**config.mk**
```make
export PLATFORM = sky130hd
export DESIGN_NAME = arp_learning_table
export DESIGN_NICKNAME = d
export VERILOG_FILES = /design/src/hdl/arplt_pkg.sv /design/src/hdl/arplt_table_mem.sv /design/src/hdl/arplt_scan_ctrl.sv /design/src/hdl/arp_learning_table.sv
export SDC_FILE = /design/constraint.sdc
export NUM_CORES = 2
export LEC_CHECK = 0
export BUFFER_PORTS_ARGS = -buffer_cell sky130_fd_sc_hd__buf_2
export CAP_MARGIN = 30
export CELL_PAD_IN_SITES_DETAIL_PLACEMENT = 0
export CELL_PAD_IN_SITES_GLOBAL_PLACEMENT = 2
export CORE_MARGIN = 2
export CORE_UTILIZATION = 45
export DETAILED_ROUTE_END_ITERATION = 12
export HOLD_SLACK_MARGIN = 0.08
export PLACE_DENSITY_LB_ADDON = 0.1
export RECOVER_POWER = 25
export SLEW_MARGIN = 20
export SYNTH_ARGS = -nofsm -noshare
export SYNTH_HDL_FRONTEND = slang
export SYNTH_SLANG_ARGS = --single-unit
```
**constraint.sdc**
```tcl
create_clock -name clk -period 8.85 [get_ports clk]
set_input_delay 0.4425 -clock clk [delete_from_list [all_inputs] [get_ports clk]]
set_output_delay 0.4425 -clock clk [all_outputs]
set_load 0.005 [all_outputs]
```
**src/hdl/arplt_pkg.sv**
```systemverilog
// ----------------------------------------------------------------------------
// arplt_pkg
// Shared types and constants for the ARP learning table.
// ----------------------------------------------------------------------------
package arplt_pkg;

    localparam int MAC_W    = 48;
    localparam int IP_W     = 32;
    localparam int OP_W     = 16;
    localparam int IFACE_W  = 4;
    localparam int STATUS_W = 2;
    localparam int SLOT_W   = 5;
    localparam int TOTAL_W  = 6;

    localparam logic [MAC_W-1:0] MAC_BCAST = '1;

    localparam logic [OP_W-1:0] OP_REQUEST = 16'd1;
    localparam logic [OP_W-1:0] OP_REPLY   = 16'd2;

    localparam logic [STATUS_W-1:0] STATUS_ADDED = 2'd0;
    localparam logic [STATUS_W-1:0] STATUS_KNOWN = 2'd1;
    localparam logic [STATUS_W-1:0] STATUS_BCAST = 2'd2;
    localparam logic [STATUS_W-1:0] STATUS_FULL  = 2'd3;

    typedef struct packed {
        logic [MAC_W-1:0]   frame_src_mac;
        logic [MAC_W-1:0]   arp_sender_hw;
        logic [OP_W-1:0]    arp_opcode;
        logic [IP_W-1:0]    sender_proto_ip;
        logic [IFACE_W-1:0] iface_index;
    } arp_frame_t;

    typedef struct packed {
        logic [STATUS_W-1:0] status;
        logic [SLOT_W-1:0]   slot_index;
        logic [TOTAL_W-1:0]  entry_total;
    } arp_result_t;

    // One stored table entry
    typedef struct packed {
        logic [MAC_W-1:0]   mac;
        logic [IP_W-1:0]    ip;
        logic [IFACE_W-1:0] iface;
    } table_entry_t;

endpackage

```
**src/hdl/arplt_table_mem.sv**
```systemverilog
// ----------------------------------------------------------------------------
// arplt_table_mem
// Entry store: one write port, one read port, registered read data.
// ----------------------------------------------------------------------------
module arplt_table_mem #(
    parameter int DEPTH  = 32,
    parameter int ADDR_W = 5
) (
    input  logic                    clk,
    input  logic                    wr_en,
    input  logic [ADDR_W-1:0]       wr_addr,
    input  arplt_pkg::table_entry_t wr_data,
    input  logic                    rd_en,
    input  logic [ADDR_W-1:0]       rd_addr,
    output arplt_pkg::table_entry_t rd_data
);

    arplt_pkg::table_entry_t mem [DEPTH];
    arplt_pkg::table_entry_t rd_data_reg;

    always_ff @(posedge clk)
    begin
        if (wr_en)
        begin
            mem[wr_addr] <= wr_data;
        end
        if (rd_en)
        begin
            rd_data_reg <= mem[rd_addr];
        end
    end

    assign rd_data = rd_data_reg;

endmodule

```
**src/hdl/arplt_scan_ctrl.sv**
```systemverilog
// ----------------------------------------------------------------------------
// arplt_scan_ctrl
// Key capture, linear scan of the entry store, append and result register.
// ----------------------------------------------------------------------------
module arplt_scan_ctrl #(
    parameter int DEPTH  = 32,
    parameter int ADDR_W = 5,
    parameter int CNT_W  = 6
) (
    input  logic                    clk,
    input  logic                    rst_n,
    input  logic                    start,
    input  arplt_pkg::arp_frame_t   frame,
    output logic                    busy,
    output logic                    result_valid,
    output arplt_pkg::arp_result_t  result,
    output logic                    wr_en,
    output logic [ADDR_W-1:0]       wr_addr,
    output arplt_pkg::table_entry_t wr_data,
    output logic                    rd_en,
    output logic [ADDR_W-1:0]       rd_addr,
    input  arplt_pkg::table_entry_t rd_data
);

    typedef enum logic [1:0] {
        ST_IDLE = 2'b01,
        ST_SCAN = 2'b10
    } state_t;

    state_t                  state_reg, state_next;
    logic [CNT_W-1:0]        fill_reg, fill_next;
    logic [CNT_W-1:0]        rd_addr_reg, rd_addr_next;
    logic                    cmp_vld_reg, cmp_vld_next;
    logic                    result_valid_reg, result_valid_next;
    logic [ADDR_W-1:0]       cmp_idx_reg, cmp_idx_next;
    arplt_pkg::table_entry_t key_reg, key_next;
    arplt_pkg::arp_result_t  result_reg, result_next;

    logic accept;
    logic is_bcast;
    logic ip_used;
    logic hit;
    logic is_full;

    assign accept   = start && (state_reg == ST_IDLE);
    assign is_bcast = (frame.frame_src_mac == arplt_pkg::MAC_BCAST) ||
                      (frame.arp_sender_hw == arplt_pkg::MAC_BCAST);
    assign ip_used  = (frame.arp_opcode == arplt_pkg::OP_REQUEST) ||
                      (frame.arp_opcode == arplt_pkg::OP_REPLY);
    assign hit      = cmp_vld_reg && (rd_data.mac == key_reg.mac) &&
                      (rd_data.ip == key_reg.ip);
    assign is_full  = (fill_reg == CNT_W'(DEPTH));

    // reads go out one per cycle; each compare happens in the cycle after its read
    assign rd_en   = (state_reg == ST_SCAN) && (rd_addr_reg < fill_reg) && !hit;
    assign rd_addr = rd_addr_reg[ADDR_W-1:0];

    always_comb
    begin
        state_next        = state_reg;
        fill_next         = fill_reg;
        rd_addr_next      = rd_addr_reg;
        cmp_vld_next      = 1'b0;
        cmp_idx_next      = rd_addr_reg[ADDR_W-1:0];
        result_valid_next = 1'b0;
        key_next          = key_reg;
        result_next       = result_reg;
        wr_en             = 1'b0;

        unique case (state_reg)
            ST_IDLE:
            begin
                if (accept)
                begin
                    key_next.mac   = frame.frame_src_mac;
                    key_next.ip    = ip_used ? frame.sender_proto_ip : '0;
                    key_next.iface = frame.iface_index;
                    if (is_bcast)
                    begin
                        result_valid_next       = 1'b1;
                        result_next.status      = arplt_pkg::STATUS_BCAST;
                        result_next.slot_index  = '0;
                        result_next.entry_total = arplt_pkg::TOTAL_W'(fill_reg);
                    end
                    else
                    begin
                        rd_addr_next = '0;
                        state_next   = ST_SCAN;
                    end
                end
            end
            ST_SCAN:
            begin
                if (hit)
                begin
                    result_valid_next       = 1'b1;
                    result_next.status      = arplt_pkg::STATUS_KNOWN;
                    result_next.slot_index  = arplt_pkg::SLOT_W'(cmp_idx_reg);
                    result_next.entry_total = arplt_pkg::TOTAL_W'(fill_reg);
                    state_next              = ST_IDLE;
                end
                else if (rd_en)
                begin
                    cmp_vld_next = 1'b1;
                    rd_addr_next = rd_addr_reg + CNT_W'(1);
                end
                else if (is_full)
                begin
                    result_valid_next       = 1'b1;
                    result_next.status      = arplt_pkg::STATUS_FULL;
                    result_next.slot_index  = '0;
                    result_next.entry_total = arplt_pkg::TOTAL_W'(fill_reg);
                    state_next              = ST_IDLE;
                end
                else
                begin
                    // key not present: append at the fill position
                    wr_en                   = 1'b1;
                    fill_next               = fill_reg + CNT_W'(1);
                    result_valid_next       = 1'b1;
                    result_next.status      = arplt_pkg::STATUS_ADDED;
                    result_next.slot_index  = arplt_pkg::SLOT_W'(fill_reg);
                    result_next.entry_total = arplt_pkg::TOTAL_W'(fill_next);
                    state_next              = ST_IDLE;
                end
            end
            default:
            begin
                state_next = ST_IDLE;
            end
        endcase
    end

    assign wr_addr = fill_reg[ADDR_W-1:0];
    assign wr_data = key_reg;

    always_ff @(posedge clk or negedge rst_n)
    begin
        if (!rst_n)
        begin
            state_reg        <= ST_IDLE;
            fill_reg         <= '0;
            rd_addr_reg      <= '0;
            cmp_vld_reg      <= 1'b0;
            result_valid_reg <= 1'b0;
        end
        else
        begin
            state_reg        <= state_next;
            fill_reg         <= fill_next;
            rd_addr_reg      <= rd_addr_next;
            cmp_vld_reg      <= cmp_vld_next;
            result_valid_reg <= result_valid_next;
        end
    end

    always_ff @(posedge clk)
    begin
        cmp_idx_reg <= cmp_idx_next;
        key_reg     <= key_next;
        result_reg  <= result_next;
    end

    assign busy         = (state_reg != ST_IDLE);
    assign result_valid = result_valid_reg;
    assign result       = result_reg;

endmodule

```
**src/hdl/arp_learning_table.sv**
```systemverilog
// ----------------------------------------------------------------------------
// arp_learning_table
// Learns (source MAC, sender IP) pairs from decoded ARP frames.
// ----------------------------------------------------------------------------
// Usage:
//   Drive one decoded frame on 'frame' and raise 'start'; the item is taken
//   at the rising edge where start is high and busy is low. Busy stays high
//   while the table is scanned.
//   Exactly one result per item comes back on 'result', marked by a
//   one-cycle 'result_valid' strobe. The receiver cannot stall the block;
//   the result must be captured in that cycle.
//   Broadcast frames return status 2 in the cycle after the item, without a
//   scan. Others walk the valid entries in arrival order, one entry read
//   per cycle from the single-port-read entry store, with each compare in
//   the cycle after its read; a hit ends the scan early.
//   Busy drops so that the next item can be taken at the edge that takes
//   the result: one item per cycle for broadcasts, else one per result.
//   A new key is written into the next free slot in the same cycle the
//   result is decided; a full table answers status 3 and stays unchanged.
//   Reset clears the fill count and the control state; stored entries are
//   not cleared, since only entries below the fill count are ever read.
// ----------------------------------------------------------------------------
module arp_learning_table #(
    parameter int TABLE_DEPTH = 32
) (
    input  logic                   clk,
    input  logic                   rst_n,
    input  logic                   start,
    input  arplt_pkg::arp_frame_t  frame,
    output logic                   busy,
    output logic                   result_valid,
    output arplt_pkg::arp_result_t result
);

    localparam int ADDR_W = (TABLE_DEPTH > 1) ? $clog2(TABLE_DEPTH) : 1;
    localparam int CNT_W  = $clog2(TABLE_DEPTH + 1);

    logic                    wr_en;
    logic [ADDR_W-1:0]       wr_addr;
    arplt_pkg::table_entry_t wr_data;
    logic                    rd_en;
    logic [ADDR_W-1:0]       rd_addr;
    arplt_pkg::table_entry_t rd_data;

    // scan sequencer, fill count and result register
    arplt_scan_ctrl #(
        .DEPTH  (TABLE_DEPTH),
        .ADDR_W (ADDR_W),
        .CNT_W  (CNT_W)
    ) u_ctrl (
        .clk          (clk),
        .rst_n        (rst_n),
        .start        (start),
        .frame        (frame),
        .busy         (busy),
        .result_valid (result_valid),
        .result       (result),
        .wr_en        (wr_en),
        .wr_addr      (wr_addr),
        .wr_data      (wr_data),
        .rd_en        (rd_en),
        .rd_addr      (rd_addr),
        .rd_data      (rd_data)
    );

    // MAC / IP / interface store
    arplt_table_mem #(
        .DEPTH  (TABLE_DEPTH),
        .ADDR_W (ADDR_W)
    ) u_mem (
        .clk     (clk),
        .wr_en   (wr_en),
        .wr_addr (wr_addr),
        .wr_data (wr_data),
        .rd_en   (rd_en),
        .rd_addr (rd_addr),
        .rd_data (rd_data)
    );

endmodule
```
==> results.tsv <==
stage	metric	value	unit
sta	clock skew	54.7	ps
routing	DR WL/cell	33.8	microns
sta	Final Setup Violations	0	
floorplanning	# rows	177	
global_routing	grt total ovfl	0	
critical_path	CP arrival	6660	ps
floorplanning	die width	488	microns
routing	DR vias	50800	
synth	Synthesis Warnings	0	
sta	Slew Limit Fails	174	
clock_tree	insertion delay to the later sink of the worst-skew pair	930	ps
status	failing checks	capacitance limit, slew limit	
synth	Synth top cells by count	edfxtp_1, mux4_2, nand2_1	
sta	unrepaired setup endpoints after global routing	no	
final_layout	area grow syn2layout	15.2	%
clock_tree	cts bufs inserted	305	
synth	Cells after Synth	4706	
critical_path	Req. time, crit path	9350	ps
floorplanning	# IOs	166	
critical_path	worst-path maximum fanout	34	
clock_tree	H-tree depth	5	
routing	vias per cell	5.92	
routing	initial drt markers	5380	
synth	ys flop type	edfxtp_1	
pwr	Pwr Density	273	nW/um^2
routing	drt drc	0	
place	DP Wirelength	147000	microns
floorplanning	Core Box Area	233000	sq um
global_routing	Total GRT Usage	24.4	%
critical_path	Crit Path Class	flip-flop to flip-flop	
synth	FF+latch count, synth	2754	
place	IO buf count	161	
sta	worst slew pin tran	1630	ps
final_layout	Final nets	5404	
run	max_cap viols	5	
floorplanning	Initial Utilization	45.3	%
routing	wirelength, routed	290000	microns
place	Area after DPL	111000	sq um
routing	DRT Pass-1 Iters	6	
synth	Synth Area per Inst	22.4	sq um
sta	min cycle time layout	6160	ps
critical_path	crit end category	flip-flop	
status	run status	finished with violations	
final_layout	Post-Layout Inst Area	121000	sq um
pwr	Final Power	33.2	mW
synth	post-synth cell types	57	
place	Placer Congestion	0.737	
final_layout	layout cell share with drive strength beyond 1	26.0	%
clock_tree	Setup Fix Bufs, Post-CTS	0	
final_layout	Largest register FFs	2560	
clock_tree	CTS clk-pin slew, worst paths	60	ps
synth	Post-synth EDFFs	2733	
sta	final worst-path cycle share	69.6	%
final_layout	fill count	18200	
critical_path	Worst setup SP type	flip-flop	
global_routing	initial antenna violation count	9	
sta	Slew HR	-8.66	%
min_path	hold crit path type	input pin to flip-flop	
global_routing	global-route wire length before repair	403000	microns
floorplanning	Die Height	488	microns
synth	ys async rst share	0.581	%
clock_tree	clk sinks	2754	
critical_path	R2R depth	11	
synth	sequential fraction of the synthesis area	78.3	%
pwr	Lkg Pwr	37.0	nW
synth	Synth area leader	edfxtp_1	
global_routing	vias in the first global route	51500	
min_path	depth of the worst hold-timing path	7	
pwr	VDD IR max	0.000249	V
global_routing	largest net degree at the start of global routing	114	
sta	final hold viol count	0	
synth	synthesized area	105000	sq um
synth	synth top area cells	edfxtp_1, mux4_2, mux2i_1	
place	placed cells	7939	
clock_tree	clock root cell	clkbuf_16	
sta	final setup TNS	0	ps
floorplanning	full die area	238000	sq um
clock_tree	Max Root-Sink Buffers	4	
synth	most common cell in the synthesized netlist	edfxtp_1	
routing	Final ANT Viol Nets	0	
synth	Mapped Nets	4870	
clock_tree	CTS tree	built	
sta	WHS	174	ps
final_layout	Finished Layout Cells	8584	
synth	top-area cell type share of the netlist area	77.9	%
clock_tree	post-CTS sizing	0	
sta	Fmax	162	MHz
==> final cells by class <==
class | count | area (sq um) | area share (%)
diodes | 4 | 10.0 | 0.00824
clock buffers | 393 | 8120 | 6.69
clock inverters | 122 | 852 | 0.702
inverters | 25 | 111 | 0.0917
multi-input cells | 1685 | 21900 | 18.0
flip-flops and latches | 2754 | 82600 | 68.0
well taps | 3132 | 3920 | 3.23
repair buffers | 469 | 3930 | 3.23
==> worst paths after layout <==
check | endpoint | startpoint | slack [ps]
max reg2reg | u_mem.mem[3][42]$_DFFE_PP_ | u_ctrl.wr_data[61]$_DFFE_PP_ | 2690
min reg2reg | u_ctrl.state_reg[0]$_DFFE_PN1P_ | u_ctrl.state_reg[0]$_DFFE_PN1P_ | 530
max | u_mem.mem[3][42]$_DFFE_PP_ | u_ctrl.wr_data[61]$_DFFE_PP_ | 2690
min in group asynchronous | u_ctrl.state_reg[0]$_DFFE_PN1P_ | rst_n | 650
min | u_ctrl.result_valid$_DFF_PN0_ | frame[76] | 170
max in group asynchronous | u_ctrl.rd_addr_reg[0]$_DFFE_PN0P_ | rst_n | 7310
==> kinds of logic after synthesis <==
logic type / count (synthesis) / synth area share, %
flops: 2754 / 78.3
mux: 859 / 15.8
simple gates: 429 / 1.98
compound gates: 318 / 2.03
buf+inv: 267 / 1.14
xor+xnor: 66 / 0.548
fa+ha+maj: 13 / 0.154
==> layer usage <==
| metal | vias up | GRT usage [%] | share of wire, % |
|---|---|---|---|
| met5 | - | 0 | 0.0045 |
| li1 | 21000 | - | - |
| met1 | 28000 | 34.7 | 43 |
| met4 | 2 | 5.55 | 2.0 |
| met2 | 1501 | 40.6 | 50 |
| met3 | 373 | 2.80 | 4.7 |
==> timing repair <==
item	in CTS	in global routing
endpoints found under the setup margin	0	0
hold endpoints to repair	98	0
hold buffers	84	0
==> where the power goes <==
group | switching, mW | internal (mW) | total (mW)
Sequential | 0.285 | 15.5 | 15.8
Combinational | 3.15 | 2.55 | 5.70
Clock | 4.94 | 6.75 | 11.7
Total | 8.38 | 24.8 | 33.2
==> through the flow <==
| stage | utilization, % | setup slack [ps] |
|---|---|---|
| floorplan | - | 2000 |
| global placement | 47.6 | 2470 |
| detailed placement | 47.8 | 2910 |
| CTS | 52.0 | 2900 |
| global route | 52.2 | 2480 |
| finish | 52.2 | 2690 |
==> cells in the final DEF (no fill, tap or decap), types with 13 or more instances in the layout <==
cell type / synthesis / final
nand2_1: 199 / 198
nor2_4: 0 / 34
mux2_2: 55 / 55
buf_12: 0 / 21
o31ai_1: 22 / 22
dlygate4sd3_1: 0 / 84
nor2b_1: 14 / 14
xnor2_1: 54 / 54
buf_16: 0 / 15
and2_1: 43 / 42
nand3_1: 20 / 20
o221ai_1: 61 / 61
a21oi_1: 82 / 82
buf_2: 75 / 114
clkbuf_1: 115 / 168
a211oi_1: 19 / 18
ha_1: 13 / 13
clkbuf_16: 0 / 312
edfxtp_1: 2733 / 2733
nand2b_1: 18 / 17
mux4_2: 639 / 639
o21ai_0: 56 / 55
clkinv_2: 0 / 36
inv_1: 24 / 22
nand4_1: 37 / 37
buf_8: 0 / 30
nor2_1: 51 / 17
buf_4: 23 / 111
mux2i_1: 165 / 165
o22ai_1: 43 / 43
clkinv_1: 0 / 64
==> worst max-delay path: stages, from the launching register on <==
cell and delay [ps]:
edfxtp_1 320, clkbuf_1 1060, nand2b_1 370, o221ai_1 300, nor4_1 100, buf_4 180
nand4_1 390, nor3_4 120, buf_4 260, nand4b_2 720, nor2_4 970, buf_4 840
(Power assumes the default switching activity.)
